<file path="src/rtl/core/assert_macros.svh">
// assertion macros used by circular_fifo_queue
`ifndef ASSERT_MACROS_SVH
`define ASSERT_MACROS_SVH

// assertion on an explicit clock and active-low reset
`define ASSERT_AT(lbl, clk, rst_n, prop, msg) \
    lbl: assert property (@(posedge clk) disable iff (!rst_n) prop) else $error(msg);

// assertion on the block clock and reset
`define ASSERT_CLK(lbl, prop, msg) `ASSERT_AT(lbl, i_clk, i_rst_n, prop, msg)

`endif

</file>
<file path="src/rtl/core/cfq_pkg.sv">
// types and codes of the circular fifo queue
`timescale 1ns / 1ps

package cfq_pkg;

    localparam int ACTION_W   = 2;
    localparam int WORD_W     = 32;
    localparam int STATUS_W   = 2;
    localparam int FILL_W     = 5;

    localparam logic [ACTION_W-1:0] ACT_PUSH   = 2'd0;
    localparam logic [ACTION_W-1:0] ACT_POP    = 2'd1;
    localparam logic [ACTION_W-1:0] ACT_PEEK   = 2'd2;
    localparam logic [ACTION_W-1:0] ACT_ROTATE = 2'd3;

    localparam logic [STATUS_W-1:0] ST_OK        = 2'd0;
    localparam logic [STATUS_W-1:0] ST_OVERFLOW  = 2'd1;
    localparam logic [STATUS_W-1:0] ST_UNDERFLOW = 2'd2;

    typedef struct packed {
        logic [ACTION_W-1:0] action;
        logic [WORD_W-1:0]   data_in;
    } t_req;

    typedef struct packed {
        logic [WORD_W-1:0]   data_out;
        logic [STATUS_W-1:0] status;
        logic [FILL_W-1:0]   fill_count;
        logic                is_empty;
        logic                is_full;
    } t_rsp;

endpackage

</file>
<file path="src/rtl/core/cfq_req_if.sv">
// request channel of the circular fifo queue
`timescale 1ns / 1ps

interface cfq_req_if;
    import cfq_pkg::*;

    logic valid;
    logic ready;
    t_req payload;

    modport source (output valid, output payload, input ready);
    modport sink   (input valid, input payload, output ready);
endinterface

</file>
<file path="src/rtl/core/cfq_rsp_if.sv">
// result channel of the circular fifo queue
`timescale 1ns / 1ps

interface cfq_rsp_if;
    import cfq_pkg::*;

    logic valid;
    logic ready;
    t_rsp payload;

    modport source (output valid, output payload, input ready);
    modport sink   (input valid, input payload, output ready);
endinterface

</file>
<file path="src/rtl/core/cfq_store.sv">
// word storage of the queue: one write port, one registered read port
`timescale 1ns / 1ps

module cfq_store #(
    parameter int DEPTH      = 16,
    parameter int DATA_WIDTH = 32
) (
    input  logic                         i_clk,
    input  logic                         i_rd_en,
    input  logic [$clog2(DEPTH)-1:0]     i_rd_addr,
    output logic [DATA_WIDTH-1:0]        o_rd_data,
    input  logic                         i_wr_en,
    input  logic [$clog2(DEPTH)-1:0]     i_wr_addr,
    input  logic [DATA_WIDTH-1:0]        i_wr_data
);

    logic [DATA_WIDTH-1:0] r_mem [DEPTH];
    logic [DATA_WIDTH-1:0] r_rd_data;

    always_ff @(posedge i_clk) begin
        if (i_wr_en) begin
            r_mem[i_wr_addr] <= i_wr_data;
        end
    end

    always_ff @(posedge i_clk) begin
        if (i_rd_en) begin
            r_rd_data <= r_mem[i_rd_addr];
        end
    end

    assign o_rd_data = r_rd_data;

endmodule

</file>
<file path="src/rtl/core/circular_fifo_queue.sv">
// top level of the circular fifo queue
//
//  channel  | dir | payload                                         | handshake
//  ---------+-----+-------------------------------------------------+-------------
//  i_req    | in  | action, data_in                                 | valid/ready
//  o_rsp    | out | data_out, status, fill_count, is_empty, is_full | valid/ready
//
// each request is accepted in the idle state, which reads the front word from the
// storage; the execute state then writes back and loads the result register
// a new request is taken while the previous result still waits in that register
// the execute state holds while the result register is full and not taken
// reset clears head and count, sets tail to the last slot; storage is not cleared
`timescale 1ns / 1ps

`include "assert_macros.svh"

module circular_fifo_queue #(
    parameter int DEPTH      = 16,
    parameter int DATA_WIDTH = 32
) (
    input  logic            i_clk,
    input  logic            i_rst_n,
    cfq_req_if.sink         i_req,
    cfq_rsp_if.source       o_rsp
);
    import cfq_pkg::*;

    localparam int AW = $clog2(DEPTH);
    localparam int CW = $clog2(DEPTH + 1);

    localparam logic S_IDLE = 1'b0;
    localparam logic S_EXEC = 1'b1;

    logic                  r_state, n_state;
    t_req                  r_req;
    logic [AW-1:0]         r_head, n_head;
    logic [AW-1:0]         r_tail, n_tail;
    logic [CW-1:0]         r_count, n_count;
    logic                  r_out_valid, n_out_valid;
    t_rsp                  r_out;

    logic                  w_accept;
    logic                  w_done;
    logic [AW-1:0]         w_head_nx;
    logic [AW-1:0]         w_tail_nx;
    logic [DATA_WIDTH-1:0] w_rd_data;
    logic                  w_wr_en;
    logic [DATA_WIDTH-1:0] w_wr_data;
    logic [WORD_W-1:0]     w_dout;
    logic [STATUS_W-1:0]   w_status;

    assign i_req.ready = (r_state == S_IDLE);
    assign w_accept    = i_req.valid && i_req.ready;
    assign w_done      = (r_state == S_EXEC) && (!r_out_valid || o_rsp.ready);

    assign w_head_nx = (r_head == AW'(DEPTH - 1)) ? '0 : r_head + 1'b1;
    assign w_tail_nx = (r_tail == AW'(DEPTH - 1)) ? '0 : r_tail + 1'b1;

    cfq_store #(
        .DEPTH      (DEPTH),
        .DATA_WIDTH (DATA_WIDTH)
    ) u_store (
        .i_clk      (i_clk),
        .i_rd_en    (w_accept),
        .i_rd_addr  (r_head),
        .o_rd_data  (w_rd_data),
        .i_wr_en    (w_wr_en),
        .i_wr_addr  (w_tail_nx),
        .i_wr_data  (w_wr_data)
    );

    always_comb begin
        n_head    = r_head;
        n_tail    = r_tail;
        n_count   = r_count;
        w_wr_en   = 1'b0;
        w_wr_data = DATA_WIDTH'(r_req.data_in);
        w_dout    = '0;
        w_status  = ST_OK;
        priority if (r_req.action == ACT_PUSH) begin
            if (r_count == CW'(DEPTH)) begin
                w_status = ST_OVERFLOW;
            end else begin
                w_wr_en = w_done;
                n_tail  = w_tail_nx;
                n_count = r_count + 1'b1;
            end
        end else if (r_count == '0) begin
            w_status = ST_UNDERFLOW;
        end else if (r_req.action == ACT_POP) begin
            w_dout  = WORD_W'(w_rd_data);
            n_head  = w_head_nx;
            n_count = r_count - 1'b1;
        end else if (r_req.action == ACT_PEEK) begin
            w_dout = WORD_W'(w_rd_data);
        end else begin
            // rotate: front word goes to the slot after the rear, single word stays put
            if (r_count > CW'(1)) begin
                w_wr_en   = w_done;
                w_wr_data = w_rd_data;
                n_head    = w_head_nx;
                n_tail    = w_tail_nx;
            end
        end
    end

    always_comb begin
        n_state = r_state;
        unique case (r_state)
            S_IDLE: begin
                if (w_accept) begin
                    n_state = S_EXEC;
                end
            end
            S_EXEC: begin
                if (w_done) begin
                    n_state = S_IDLE;
                end
            end
            default: n_state = S_IDLE;
        endcase
    end

    always_comb begin
        n_out_valid = r_out_valid;
        if (w_done) begin
            n_out_valid = 1'b1;
        end else if (o_rsp.ready) begin
            n_out_valid = 1'b0;
        end
    end

    always_ff @(posedge i_clk) begin
        if (!i_rst_n) begin
            r_state     <= S_IDLE;
            r_head      <= '0;
            r_tail      <= AW'(DEPTH - 1);
            r_count     <= '0;
            r_out_valid <= 1'b0;
        end else begin
            r_state     <= n_state;
            r_out_valid <= n_out_valid;
            if (w_done) begin
                r_head  <= n_head;
                r_tail  <= n_tail;
                r_count <= n_count;
            end
        end
    end

    always_ff @(posedge i_clk) begin
        if (w_accept) begin
            r_req <= i_req.payload;
        end
        if (w_done) begin
            r_out.data_out   <= w_dout;
            r_out.status     <= w_status;
            r_out.fill_count <= FILL_W'(n_count);
            r_out.is_empty   <= (n_count == '0);
            r_out.is_full    <= (n_count == CW'(DEPTH));
        end
    end

    assign o_rsp.valid   = r_out_valid;
    assign o_rsp.payload = r_out;

    `ASSERT_CLK(a_count_bound, r_count <= CW'(DEPTH), "fill count beyond depth")
    `ASSERT_CLK(a_overflow_full,
        o_rsp.valid && o_rsp.payload.status == ST_OVERFLOW |-> o_rsp.payload.is_full,
        "overflow reported while not full")
    `ASSERT_CLK(a_underflow_empty,
        o_rsp.valid && o_rsp.payload.status == ST_UNDERFLOW
            |-> o_rsp.payload.is_empty && o_rsp.payload.data_out == '0,
        "underflow result not empty")
    `ASSERT_CLK(a_count_step,
        w_done |=> r_count == $past(r_count) || r_count == $past(r_count) + 1'b1
            || r_count == $past(r_count) - 1'b1,
        "fill count moved by more than one")
    `ASSERT_CLK(a_result_held,
        o_rsp.valid && !o_rsp.ready |=> o_rsp.valid && $stable(o_rsp.payload),
        "waiting result overwritten")

endmodule
</file>
<file path="src/flat_wrapper.sv">
// flat-port wrapper written by rule: the top's interface ports become plain ports
module circular_fifo_queue_flat import cfq_pkg::*;
#(
    parameter int DEPTH      = 16,
    parameter int DATA_WIDTH = 32
)
  (i_clk, i_rst_n, i_req_valid, i_req_payload, i_req_ready, o_rsp_valid, o_rsp_payload, o_rsp_ready);
  cfq_req_if i_req_i ();
  cfq_rsp_if o_rsp_i ();
  input  logic i_clk;
  input  logic i_rst_n;
  input wire logic [$bits(i_req_i.valid)-1:0] i_req_valid;
  input wire logic [$bits(i_req_i.payload)-1:0] i_req_payload;
  output wire logic [$bits(i_req_i.ready)-1:0] i_req_ready;
  output wire logic [$bits(o_rsp_i.valid)-1:0] o_rsp_valid;
  output wire logic [$bits(o_rsp_i.payload)-1:0] o_rsp_payload;
  input wire logic [$bits(o_rsp_i.ready)-1:0] o_rsp_ready;
  assign i_req_i.valid = i_req_valid;
  assign i_req_i.payload = i_req_payload;
  assign i_req_ready = i_req_i.ready;
  assign o_rsp_valid = o_rsp_i.valid;
  assign o_rsp_payload = o_rsp_i.payload;
  assign o_rsp_i.ready = o_rsp_ready;
  circular_fifo_queue #(.DEPTH(DEPTH), .DATA_WIDTH(DATA_WIDTH)) u_core (.i_clk(i_clk), .i_rst_n(i_rst_n), .i_req(i_req_i), .o_rsp(o_rsp_i));
endmodule
</file>
<file path="config.mk">
export PLATFORM = sky130hd
export DESIGN_NAME = circular_fifo_queue_flat
export DESIGN_NICKNAME = d
export VERILOG_FILES = /design/src/rtl/core/cfq_pkg.sv /design/src/rtl/core/cfq_req_if.sv /design/src/rtl/core/cfq_rsp_if.sv /design/src/rtl/core/cfq_store.sv /design/src/rtl/core/circular_fifo_queue.sv /design/src/flat_wrapper.sv
export VERILOG_INCLUDE_DIRS = /design/src /design/src/rtl/core
export SDC_FILE = /design/constraint.sdc
export NUM_CORES = 1
export LEC_CHECK = 0
export BUFFER_PORTS_ARGS = -buffer_cell sky130_fd_sc_hd__buf_2
export CORE_AREA = 10 10 212 214
export CTS_BUF_LIST = sky130_fd_sc_hd__clkbuf_4
export DETAILED_ROUTE_END_ITERATION = 8
export DIE_AREA = 0 0 222 224
export PLACE_DENSITY = 0.86
export SYNTH_ARGS = -nofsm -noshare
export SYNTH_HDL_FRONTEND = slang
export SYNTH_HIERARCHICAL = 1
export SYNTH_SLANG_ARGS = --single-unit
</file>
<file path="constraint.sdc">
create_clock -name i_clk -period 7.3 [get_ports i_clk]
set_input_delay 0.73 -clock i_clk [delete_from_list [all_inputs] [get_ports i_clk]]
set_output_delay 0.73 -clock i_clk [all_outputs]
set_load 0.01 [all_outputs]
</file>
### Yosys cells after proc, flatten, opt, wreduce, memory -nomap -nowiden

Memory sizes are Yosys's and may differ from the RTL's. A register that Yosys moved wholly into a read port is not among the register bits.
Cells that the tools add are included.

* flip-flop bits (word level): 90
* RAM bits: 512
* input port bits: 38
* output and inout port bits: 43
* word-level logic and storage cells: 83
* memories kept: 1

Memory list
* u_core.u_store.r_mem: depth 16, bits a word 32, rd ports 1, clocked after Yosys merged registers in 1, wr ports 1, line cfq_store.sv:17 `logic [DATA_WIDTH-1:0] r_mem [DEPTH];`

* add/subtract/negate cells: 4
* $lt $le $gt $ge: 1
* equality and inequality tests: 11
* mux-type cells: 38
* bitwise operators: 3
* reduce and logical (&&, ||, !) cells: 13

Operators with widths (count)
* 32-bit two-way mux: 7
* 4-bit two-way mux: 11
* 5-bit two-way mux: 4
* 1-bit two-way mux: 13
* 5-bit == test, second input constant: 2
* 5-bit zero test: 2
* 4-bit by 1-bit adder with 4-bit output, second input constant: 2
* 4-bit == test, second input constant: 2
* 2-bit by 1-bit inequality test with 1-bit output, second input constant: 4
* 6-bit AND reduction: 1
* 2-bit nonzero test: 3
* 5-bit by 1-bit adder with 5-bit output, second input constant: 1
* 5-bit by 1-bit greater-than comparator with 1-bit output, second input constant: 1
* 5-bit AND reduction: 1
* 5-bit by 1-bit subtractor with 5-bit output, second input constant: 1
* 2-bit two-way mux: 2
* 1-bit inverter: 3
* 2-bit by 1-bit == test with 1-bit output, second input constant: 1
* 2-bit == test, second input constant: 1
* 1-bit logical AND: 2
* 2-bit zero test: 1
* 2-bit inequality test, second input constant: 1
* 1-bit case mux with 2 select lines: 1
* 2-bit OR reduction: 1
* other kinds (2): 2

### Logic depth before layout (Yosys ltp)

Gate-level depths: netlist (run 1).

* depth after elaboration: 10
* depth in mapped cells: 12
* mapped depth without buffers: 9

### By module

Netlist (run 1), hierarchy kept.

Modules (own cells, without submodules)
* cfq_store: instances 1, cells an instance 838, area an instance 20155.6 sq um, sequential area each 16335.7 sq um
* circular_fifo_queue: instances 1, cells an instance 282, area an instance 3983.8 sq um, sequential area each 2552.4 sq um

### Least setup slack after synthesis (run 1)

OpenSTA, ideal clock, no wires.

* kind: reg-to-reg
* start: register u_core.r_count[0]
* end: memory u_core.u_store.r_mem[0][0], enable pin
* library setup time: 461 ps
* arrival: 4636 ps
* data required time: 6839 ps
* slack: 2203 ps
* stages on the path, launching flop included: 13
* buffers on the path: 3
* period minus slack after synthesis: 5097 ps
* cell sequence: dfxtp_1 -> buf_2 -> inv_1 -> ha_1 -> nor4b_4 -> a211oi_1 -> and2_1 -> buf_2 -> buf_2 -> nor2_1 -> nor2_1 -> or3b_2 -> nor3_1

* longest elaborated chain between the ends: 8
* elaborated cells on any way between the ends: 11
* those cells by class: order compare: 1; eq/ne: 1; mux: 8; reduce/logical: 1

RTL lines
* start, declared: line circular_fifo_queue.sv:38 `logic [CW-1:0] r_count, n_count;`
* start signal, assigned: line circular_fifo_queue.sv:146 `r_count <= n_count;`
* 5-bit by 1-bit greater-than comparator with 1-bit output: line circular_fifo_queue.sv:98 `if (r_count > CW'(1)) begin`
* 1-bit two-way mux: line circular_fifo_queue.sv:98
* 1-bit two-way mux: line circular_fifo_queue.sv:94 `end else if (r_req.action == ACT_PEEK) begin`
* 1-bit two-way mux: line circular_fifo_queue.sv:90 `end else if (r_req.action == ACT_POP) begin`
* 1-bit two-way mux: line circular_fifo_queue.sv:88 `end else if (r_count == '0) begin`
* 1-bit two-way mux (*): line circular_fifo_queue.sv:80 `priority if (r_req.action == ACT_PUSH) begin`
* net u_core.w_wr_en: line circular_fifo_queue.sv:47 `logic w_wr_en;`
* 1-bit two-way mux (*): line cfq_store.sv:21 `if (i_wr_en) begin`
* 1-bit two-way mux (not written as such) (*): line cfq_store.sv:22 `r_mem[i_wr_addr] <= i_wr_data;`
* end, declared: line cfq_store.sv:17

The timed path passes the listed nets; every way through them passes the cells marked *.

### Worst setup path in the final report (run 1)

* start: register u_core.r_count[0]
* end: memory u_core.u_store.r_mem[1][16], enable pin

Same word-level chain as after synthesis.

==> metrics.md, run 1 <==
| Metric | Value |
|---|---|
| Sink Count | 634 |
| Worst R2R Setup Slack | 2530 ps |
| Antenna viol nets, final | 0 |
| Non-Filler Cell Area, Final | 0.0271 sq mm |
| Slew HR | 0.127 |
| Bufs on Longest Clock Path | 3 |
| Via count | 12240 |
| Peak supply drop | 0.119 mV |
| Die area | a little under 0.05 sq mm |
| DR DRC count | 0 |
| Min-Delay Endpoint | u_core/r_req[27] |
| Slew @ Worst Pin | 1310 ps |
| Final clock skew | approximately 47 ps |
| Die height | about 220 microns |
| R2R depth | 9 |
| # nets final | roughly 1400 |
| Post-Synthesis Cells | ~1100 |
| Gates resized, CTS repair | 0 |
| Total Wirelength | around 51000 microns |
| Yosys cell types | 56 |
| Post-DR wirelength/cell | around 26 microns |
| Total track usage | 0.207 |
| H-Tree Depth | 4 |
| Placeable core area | about 0.041 sq mm |
| Max-slew violations | 0 |
| Die Wd | roughly 220 microns |
| Ys async rst share | 0 |
| Global-route wire length before repair | slightly below 80000 microns |
| Pre-CTS setup slack | about 2600 ps |
| Max Cap Viol | 0 |
| Hold-fix buffers, CTS | 0 |
| Status | complete, no violations |
| Layout cells sized above 1 | 0.361 |
| Vias/cell | around 6.3 |
| Vias in the first global route | 13075 |
| Worst path max stage delay | approximately 970 ps |
| Top FF cell, synth | edfxtp_1 |
| Hold/Removal Path Class | in -> reg |
| Clock-pin slew on the worst setup and hold paths | 70 ps |
| Routability cong. | 0.770 |
| Synth Net Count | approximately 1200 |
| Most frequent cells in the layout | edfxtp_1 (619), clkbuf_4 (205), mux4_2 (128), buf_2 (80), a22oi_1 (64) |
| Final setup violation count | 0 |
| Worst setup EP type | flip-flop |
| Skew-Pair Late Insertion Delay | approximately 830 ps |
| Hold Crit Start | i_req_payload[27] |
| Post-DP HPWL | about 28000 microns |
| Post-Place Cell Area | 0.0252 sq mm |
| Drt pass-1 iters | 9 |
| Cell-internal power | around 5.7 mW |
| Seq cells post-synth | ~630 |
| Post-synth EDFFs | between 600 and 700 |
| Final worst path period share | 0.653 |
| Largest net degree at the start of global routing | 112 |
| Worst hold slack | between 60 and 70 ps |
| Leak Pwr | 8.79 nW |
| Total power | a little over 7 mW |
| Ys Warns | 6 |
| Initial DRC count | ~1300 |
| Critical Path Slowest Stage Cell | nor2_4 |
| Max Freq | 0.210 GHz |
| Initial Util | 0.595 |
| Final setup TNS | 0 ps |
| Psw | 1.56 mW |
| Logic pwr share | 0.041 |
| RSZ-0062 raised after global routing | no |
| Root Buffer | clkbuf_4 |
| Commonest non-fill, non-tap cell in the layout | edfxtp_1 |
| Buffers & Inverters on Critical Path | 1 |
| Critical Path AT | 5180 ps |
| Clock share of power | 0.390 |
| Reg-to-Reg End | u_core/u_store/r_mem[1][16] |
| Reg2reg start | u_core/r_count[0] |
| CP Class | reg -> reg |
| Post-CTS Setup Inserts | 0 |
| Ordered cell list for the critical path | inv_1 > ha_1 > nor4b_4 > a211oi_1 > and2_2 > nor2_1 > nor2_1 > or3b_2 > nor2_4 |
| Min-Delay Path Depth | 1 |
| Min cycle time layout | 4770 ps |
| Crit path top cell by count | nor2_1 |
| Delay-heaviest family, CP | simple AND/OR/NAND/NOR gates |
| Worst Path Required | 7710 ps |
| Area grow syn2layout | 12.2% |
| Initial antenna violation count | 1 |
| Row count | 74 |
| Power Density | around 270 mW/mm^2 |
| Startpoint types | flip-flop |
| Final number of hold-violating endpoints | 0 |
| Seq/Total Area, Yosys | 0.782 |
| Avg Inst Size Synth | between 20 and 25 sq um |
| Worst-path maximum fanout | 33 |
| Fillers | 2442 |
| TritonCTS clock tree | done |
| Congestion Overflow GR | 0 |
| Sw frac | 0.216 |
| Seq pwr share | 0.569 |
| Post-route setup slack | roughly 2500 ps |
| Mapped Area | between 0.02 and 0.025 sq mm |
| # IOs | 81 |
| PortBufs | 80 |
| Num CTS Buffers | between 100 and 150 |
| Setup crit start | u_core/r_count[0] |
logic make-up after synthesis:
group,Yosys count,synth area share
compound gates,93,0.0288
mux,166,0.137
simple gates,146,0.0322
xor+xnor,5,0.00181
buf+inv,67,0.0132
flops,634,0.782
fa+ha+maj,9,0.00466
cell usage after synthesis (3+ instances only):
master | count | area (sq um)
mux2i_1 | 6 | 60.1
and2_1 | 35 | 219
mux4_2 | 128 | 2880
buf_4 | 11 | 82.6
buf_1 | 10 | 37.5
inv_1 | 10 | 37.5
ha_1 | 9 | 113
nor2_1 | 22 | 82.6
a22oi_1 | 64 | 480
nor3_1 | 10 | 50.1
nand2_1 | 45 | 169
a21oi_1 | 4 | 20.0
o21ai_0 | 6 | 30.0
xnor2_1 | 3 | 26.3
clkbuf_1 | 21 | 78.8
buf_2 | 13 | 65.1
mux2_1 | 4 | 45.0
edfxtp_1 | 619 | 18600
nor2b_1 | 6 | 37.5
nand3_1 | 8 | 40.0
dfxtp_1 | 15 | 300
mux2_2 | 28 | 315
nand2b_1 | 4 | 25.0
registers in the layout (all words and copies together), names as in the netlist:
| name | count |
|---|---|
| u_core/o_rsp.payload | 41 |
| u_core/o_rsp.valid | 1 |
| u_core/r_count | 5 |
| u_core/r_head | 4 |
| u_core/r_req | 34 |
| u_core/r_state | 1 |
| u_core/r_tail | 4 |
| u_core/u_store/o_rd_data | 32 |
| u_core/u_store/r_mem | 512 |
worst register-to-register path, stage by stage (launching register included):
cell and delay [ps]:
dfxtp_1 530, inv_1 120, ha_1 260, nor4b_4 170, a211oi_1 380, and2_2 950, nor2_1 90, nor2_1 280
or3b_2 610, nor2_4 970
per-stage QoR:
stage	util	instances
after floorplan	-	1120
after global placement	0.621	1692
after detailed placement	0.621	1692
after CTS	0.668	1948
after global routing	0.668	1949
final	0.668	1949
per-layer routing:
| layer | vias to the layer above | wire length [microns] | part of all wire | GRT usage |
|---|---|---|---|---|
| met2 | 726 | 27200 | 0.53 | 0.355 |
| met3 | 94 | 4370 | 0.085 | 0.0451 |
| li1 | 5110 | - | - | - |
| met5 | - | 0 | 0 | 0 |
| met4 | 0 | 1100 | 0.021 | 0.0825 |
| met1 | 6310 | 18900 | 0.37 | 0.252 |
power by group through the flow:
| stage | sequential [mW] | clock, mW | combinational, mW |
|---|---|---|---|
| after floorplan | 4.19 | 0 | 0.184 |
| after global placement | 4.19 | 0 | 0.280 |
| after detailed placement | 4.19 | 0 | 0.298 |
| after CTS | 4.11 | 2.88 | 0.300 |
| after global routing | 4.12 | 3.06 | 0.324 |
| final | 4.11 | 2.82 | 0.298 |
how the worst max path moves through the flow:
stage | endpoint | slack [ps] | depth (start not counted)
6_report | u_core/u_store/r_mem[1][16] | 2530 | 9
5_1_grt | u_core/u_store/r_mem[1][13] | 2350 | 9
4_1_cts | u_core/u_store/r_mem[1][13] | 2580 | 9
3_5_place_dp | u_core/u_store/r_mem[1][18] | 2600 | 9
3_3_place_gp | u_core/u_store/r_mem[1][16] | 2910 | 9
2_1_floorplan | u_core/u_store/r_mem[0][0] | 2200 | 12
cell type report:
class,instances,area [sq um],share of cell area
Timing Repair Buffer,97,541,0.0200
Tap cell,532,666,0.0246
Inverter,10,37.5,0.00139
Clock buffer,205,1540,0.0568
Clock inverter,51,337,0.0124
Sequential cell,634,18900,0.698
Multi-Input combinational cell,419,5060,0.187
Antenna cell,1,2.50,0.0000924
Power figures use the tool's default switching activity.
==> run 2: changes to the inputs <==
clock period = 4.4 ns   (was 7.3 ns; I/O delays follow)
==> metrics.md, run 2 (synthesized netlist as in run 1, its figures left out) <==
| Metric | Value |
|---|---|
| Commonest non-fill, non-tap cell in the layout | edfxtp_1 |
| Hold-fix buffers, CTS | 39 (+39) |
| Worst path max stage delay | 760 ps (-210 ps) |
| Skew-Pair Late Insertion Delay | 830 ps (about the same) |
| Layout cells sized above 1 | 0.357 (-0.00417) |
| Worst R2R Setup Slack | 490 ps (-2040 ps) |
| Min cycle time layout | 3910 ps (-863 ps) |
| Post-route setup slack | 493 ps (-2040 ps) |
| Wire length on met1 | 19600 microns (+3.8%) |
| Non-Filler Instances | 2016 (+3.4%) |
| Die area | 0.0497 sq mm (unchanged) |
| DR DRC count | 0 (unchanged) |
| RSZ-0062 raised after global routing | no |
| R2R depth | 10 (+1) |
| Hold Crit Start | i_req_payload[10] |
| Worst setup EP type | flip-flop |
| Root Buffer | clkbuf_4 |
| Seq. cell area | 0.0189 sq mm (unchanged) |
| Hold/Removal Path Class | in -> reg |
| Crit path top cell by count | nor2_1 |
| Reg2reg start | u_core/r_count[0] |
| Min-Delay Path Depth | 2 (+1) |
| Num CTS Buffers | 150 (+0.67%) |
| Post-DP HPWL | 28300 microns (+2.7%) |
| Vias/cell | 6.17 (-1.7%) |
| Peak supply drop | 0.276 mV (+130%) |
| Setup crit start | u_core/r_count[0] |
| Post-CTS Setup Inserts | 0 (unchanged) |
| DP Cell Count | 1712 (+1.2%) |
| # IOs | 81 (unchanged) |
| Largest net degree at the start of global routing | 67 (-40%) |
| Buffers & Inverters on Critical Path | 2 (+1) |
| Slew @ Worst Pin | 1210 ps (-98.0 ps) |
| Row count | 74 (unchanged) |
| Highest Signal Layer | met4 |
| Min-Delay Endpoint | u_core/r_req[10] |
| Final setup TNS | 0 ps (unchanged) |
| Die height | 224 microns (unchanged) |
| Ordered cell list for the critical path | inv_1 > ha_1 > nor4b_4 > a211oi_1 > and2_2 > nor2_1 > nor2_1 > nand3_1 > nor2_4 > buf_12 |
| Clock-pin slew on the worst setup and hold paths | 70 ps (about the same) |
| PortBufs | 80 (unchanged) |
| Power Density | 435 mW/mm^2 (+63%) |
| Congestion Overflow GR | 0 (unchanged) |
| TritonCTS clock tree | done |
| Top reg by flops | u_core/u_store/r_mem |
| Total track usage | 0.212 (+0.00547) |
| Global-route wire length before repair | 80200 microns (+2.1%) |
| Final clock skew | 43.8 ps (-3.65 ps) |
| Routability cong. | 0.810 (+5.1%) |
| Worst-path maximum fanout | 18 (-45%) |
| Most frequent cells in the layout | edfxtp_1 (619), clkbuf_4 (197), mux4_2 (128), buf_2 (80), a22oi_1 (64) |
| Drt pass-1 iters | 5 (-4) |
| Total Wirelength | 52500 microns (+2.0%) |
| H-Tree Depth | 4 (unchanged) |
| Critical Path AT | 4400 ps (-780 ps) |
| Final number of hold-violating endpoints | 0 (unchanged) |
| Placeable core area | 0.0406 sq mm (unchanged) |
| Initial Util | 0.595 (unchanged) |
| Max reg flops | 512 (unchanged) |
| Final worst path period share | 0.888 (+0.235) |
| Startpoint types | flip-flop |
| Worst Path Required | 4890 ps (-2820 ps) |
| Max-slew violations | 0 (unchanged) |
| WL met3 | 4780 microns (+9.3%) |
| Delay-heaviest family, CP | simple AND/OR/NAND/NOR gates |
| Area grow syn2layout | 14.9% |
| Post-DR wirelength/cell | 26.1 microns (-1.4%) |
| Antenna viol nets, final | 0 (unchanged) |
| Fillers | 2388 (-2.2%) |
| Sink Count | 634 (unchanged) |
| Gates resized, CTS repair | 0 (unchanged) |
| Critical Path Slowest Stage Cell | nor2_4 |
| Slew HR | 0.190 (+0.0630) |
| Bufs on Longest Clock Path | 3 (unchanged) |
| Via count | 12447 (+1.7%) |
| Status | complete, no violations |
| Multi-input gate area | 0.00509 sq mm (+0.49%) |
| CP Class | reg -> reg |
| Final setup violation count | 0 (unchanged) |
| Max Freq | 0.256 GHz (+22%) |
| Die Wd | 222 microns (unchanged) |
| Pre-CTS setup slack | 653 ps (-1950 ps) |
| Met2 Routed Length | 26600 microns (-2.0%) |
| Max Cap Viol | 0 (unchanged) |
| Initial antenna violation count | 1 (unchanged) |
| Vias in the first global route | 13269 (+1.5%) |
| Leak Pwr | 9.05 nW (+3.0%) |
| Initial DRC count | 1490 (+11%) |
| # nets final | 1418 (+4.4%) |
| Reg-to-Reg End | u_core/u_store/r_mem[13][25] |
==> run 2: cell types whose count changed in the layout (fill, tap and decap cells not counted) <==
cell / change
buf_12: +4
buf_4: +16
bufinv_16: +1
clkbuf_4: -8
clkinv_1: +10
clkinv_2: +5
clkinv_4: +1
clkinvlp_4: +2
dlygate4sd3_1: +39
inv_2: -3
nor3_2: -4
nor3_4: +4
==> run 2: final cells by class <==
| type | instances | share of cell area |
|---|---|---|
| flip-flops and latches | 634 | 0.681 |
| multi-input cells | 419 | 0.183 |
| clock buffers | 197 | 0.0533 |
| repair buffers | 156 | 0.0408 |
| well taps | 532 | 0.0240 |
| clock inverters | 67 | 0.0159 |
| inverters | 10 | 0.00135 |
| diodes | 1 | 0.0000902 |
==> run 2: power breakdown <==
part / switching (mW) / leakage (nW) / internal (mW)
Sequential: 0.0458 / 5.75 / 6.78
Clock: 2.26 / 1.12 / 2.46
Combinational: 0.323 / 2.18 / 0.191
Total: 2.63 / 9.05 / 9.44
==> run 2: worst max path at each step <==
stage / cells past startpoint / slack (ps) / to
5_1_grt: 10 / 320 / u_core/u_store/r_mem[13][25]
2_1_floorplan: 12 / 170 / u_core/u_store/r_mem[1][0]
6_report: 10 / 490 / u_core/u_store/r_mem[13][25]
4_1_cts: 10 / 550 / u_core/u_store/r_mem[13][22]
3_5_place_dp: 10 / 650 / u_core/u_store/r_mem[13][24]
3_3_place_gp: 10 / 900 / u_core/u_store/r_mem[14][4]
==> run 2: metrics by stage <==
step	total power, mW	hold slack (ps)	area (sq um)	util
3_5_place_dp	7.44	517	25400	0.627
6_report	12.1	319	27700	0.684
3_3_place_gp	7.42	495	25400	0.627
5_1_grt	12.5	273	27700	0.684
4_1_cts	12.2	252	27700	0.684
2_1_floorplan	7.26	478	24200	-
==> run 2: worst reg2reg max path: cells and delay by family, from the launching register on <==
family / cells / cell delay [ps]
flops: 1 / 520
buf+inv: 2 / 400
fa+ha+maj: 1 / 240
simple gates: 6 / 2010
compound gates: 1 / 400
==> run 2: per-layer routing <==
metal	vias to the layer above	GRT usage
met5	-	0
met4	0	0.0946
met3	115	0.0488
met2	716	0.351
met1	6361	0.265
li1	5255	-
==> run 3: changes to the inputs <==
CELL_PAD_IN_SITES_DETAIL_PLACEMENT = 0   (was unset)
CELL_PAD_IN_SITES_GLOBAL_PLACEMENT = 2   (was unset)
CORE_AREA = 10 10 229 231   (was 10 10 212 214)
DIE_AREA = 0 0 239 241   (was 0 0 222 224)
PLACE_DENSITY = 0.9   (was 0.86)
==> metrics.md, run 3 (synthesized netlist as in run 1, its figures left out) <==
| Metric | Value |
|---|---|
| Post-DR wirelength/cell | 23.0 microns (-12%) |
| Critical Path Slowest Stage Cell | or3b_2 |
| Worst-path maximum fanout | 17 (-1) |
| Final core utilization | 0.591 (-0.0929) |
| Gr busiest metal | met2 |
| Drt pass-1 iters | 5 (unchanged) |
| Worst Path Required | 5050 ps (+160 ps) |
| Final clock skew | 57.9 ps (+14.0 ps) |
| Initial DRC count | 1136 (-24%) |
| Most frequent cells in the layout | edfxtp_1 (619), clkbuf_4 (224), mux4_2 (128), buf_2 (80), a22oi_1 (64) |
| Bufs on Longest Clock Path | 3 (unchanged) |
| Slew HR | 0.220 (+0.0298) |
| Ordered cell list for the critical path | inv_1 > ha_1 > nor4b_4 > a211oi_1 > and2_2 > nor2_1 > nor2_1 > or3b_2 > nor2_4 > buf_12 |
| CP Class | reg -> reg |
| Vias/cell | 5.68 (-8.0%) |
| Final setup TNS | 0 ps (unchanged) |
| Global-route wire length before repair | 75900 microns (-5.3%) |
| PortBufs | 80 (unchanged) |
| # IOs | 81 (unchanged) |
| Worst setup EP type | flip-flop |
| Final number of hold-violating endpoints | 0 (unchanged) |
| Top reg by flops | u_core/u_store/r_mem |
| Post-Place Cell Area | 0.0256 sq mm (+0.51%) |
| Die height | 241 microns (+7.6%) |
| Final setup violation count | 0 (unchanged) |
| Max Cap Viol | 0 (unchanged) |
| Peak supply drop | 0.215 mV (-22%) |
| Slew @ Worst Pin | 1170 ps (-38.1 ps) |
| Total track usage | 0.176 (-0.0358) |
| Max reg flops | 512 (unchanged) |
| Sink Count | 634 (unchanged) |
| Post-DP HPWL | 26700 microns (-5.8%) |
| Crit path top cell by count | nor2_1 |
| Routability cong. | 0.722 (-11%) |
| Root Buffer | clkbuf_4 |
| Largest net degree at the start of global routing | 67 (unchanged) |
| Congestion Overflow GR | 0 (unchanged) |
| Hold/Removal Path Class | in -> reg |
| Min cycle time layout | 3650 ps (-254 ps) |
| Initial Util | 0.508 (-0.0875) |
| Critical Path AT | 4310 ps (-90 ps) |
| # nets final | 1428 (+0.71%) |
| DR DRC count | 0 (unchanged) |
| Met2 GRT Util | 0.287 (-0.0641) |
| TritonCTS clock tree | done |
| Worst path max stage delay | 620 ps (-140 ps) |
| Max-slew violations | 0 (unchanged) |
| Power Density | 445 mW/mm^2 (+2.3%) |
| Commonest non-fill, non-tap cell in the layout | edfxtp_1 |
| Num CTS Buffers | 161 (+7.3%) |
| Startpoint types | flip-flop |
| Leak Pwr | 9.18 nW (+1.4%) |
| Max Freq | 0.274 GHz (+7.0%) |
| Die Wd | 239 microns (+7.7%) |
| M1 GR Usage | 0.222 (-0.0437) |
| Area grow syn2layout | 16.4% |
| Antenna viol nets, final | 0 (unchanged) |
| Clock-pin slew on the worst setup and hold paths | 60 ps (about the same) |
| Non-Filler Cell Area, Final | 0.0281 sq mm (+1.3%) |
| H-Tree Depth | 4 (unchanged) |
| Die area | 0.0576 sq mm (+16%) |
| Skew-Pair Late Insertion Delay | 990 ps (+160 ps) |
| Post-CTS Setup Inserts | 0 (unchanged) |
| Total Wirelength | 48800 microns (-7.1%) |
| Via count | 12060 (-3.1%) |
| RSZ-0062 raised after global routing | no |
| Placeable core area | 0.0475 sq mm (+17%) |
| Initial antenna violation count | 2 (+1) |
| Vias in the first global route | 12887 (-2.9%) |
| Row count | 80 (+8.1%) |
| Status | complete, no violations |
| Final worst path period share | 0.830 (-0.0578) |
| Fillers | 3395 (+42%) |
| Routing usage on met3 | 0.0453 (-0.00355) |
| Layout cells sized above 1 | 0.367 (+0.00982) |
run 3: cell types whose count changed in the layout (fill, tap and decap cells not counted), sizes merged:
| cell | before | now |
|---|---|---|
| clkbuf | 197 | 224 |
| clkinvlp | 3 | 4 |
| dlygate4sd3 | 39 | 38 |
| bufinv | 6 | 8 |
| inv | 13 | 11 |
| clkinv | 55 | 51 |
| diode | 1 | 3 |
run 3: where the power goes:
part           internal, mW  switching (mW)  total (mW)
Clock                  2.83            2.34        5.17
Combinational         0.191           0.313       0.504
Sequential             6.79          0.0425        6.83
Total                  9.81            2.69        12.5
run 3: cell type report:
type | count | area (sq um) | area share
Clock buffer | 224 | 1680 | 0.0598
Sequential cell | 634 | 18900 | 0.672
Antenna cell | 3 | 7.51 | 0.000267
Multi-Input combinational cell | 419 | 5090 | 0.181
Timing Repair Buffer | 155 | 1150 | 0.0408
Inverter | 10 | 37.5 | 0.00134
Clock inverter | 64 | 480 | 0.0171
Tap cell | 615 | 769 | 0.0274
run 3: worst paths after layout:
path,startpoint,to,slack [ps],cells after the start
worst min register to register,u_core/r_tail[1],u_core/r_tail[1],540,2
worst max-delay path,u_core/r_count[0],u_core/u_store/r_mem[1][14],750,10
worst min-delay path,i_req_payload[20],u_core/r_req[20],160,2
worst max register to register,u_core/r_count[0],u_core/u_store/r_mem[1][14],750,10
run 3: timing repair:
action	4_1_cts	5_1_grt
endpoints found under the hold margin	49	0
setup endpoints to repair	0	0
hold buffers	38	0
gates resized for setup	0	0
run 3: stage by stage:
step                      hold WS (ps)  setup WS (ps)  power, mW  cells
after floorplan                    478            174       7.26   1120
after global placement             503            888       7.42   1795
after detailed placement           524            792       7.44   1795
after CTS                         38.0            768       12.7   2121
after global routing               107            543       13.1   2123
final                              158            747       12.5   2124
run 3: critical path: cells and delay by family (launching register included):
kind | cells | cell delay, ps
DFF | 1 | 500
AOI/OAI and AO/OA | 1 | 380
and+or+nand+nor | 6 | 1870
buffers and inverters | 2 | 360
adders and majority gates | 1 | 250
run 3: layer usage:
layer | wire, microns | share of wire
met1 | 19800 | 0.41
met2 | 24700 | 0.51
met3 | 3330 | 0.068
met4 | 969 | 0.020
met5 | 0 | 0
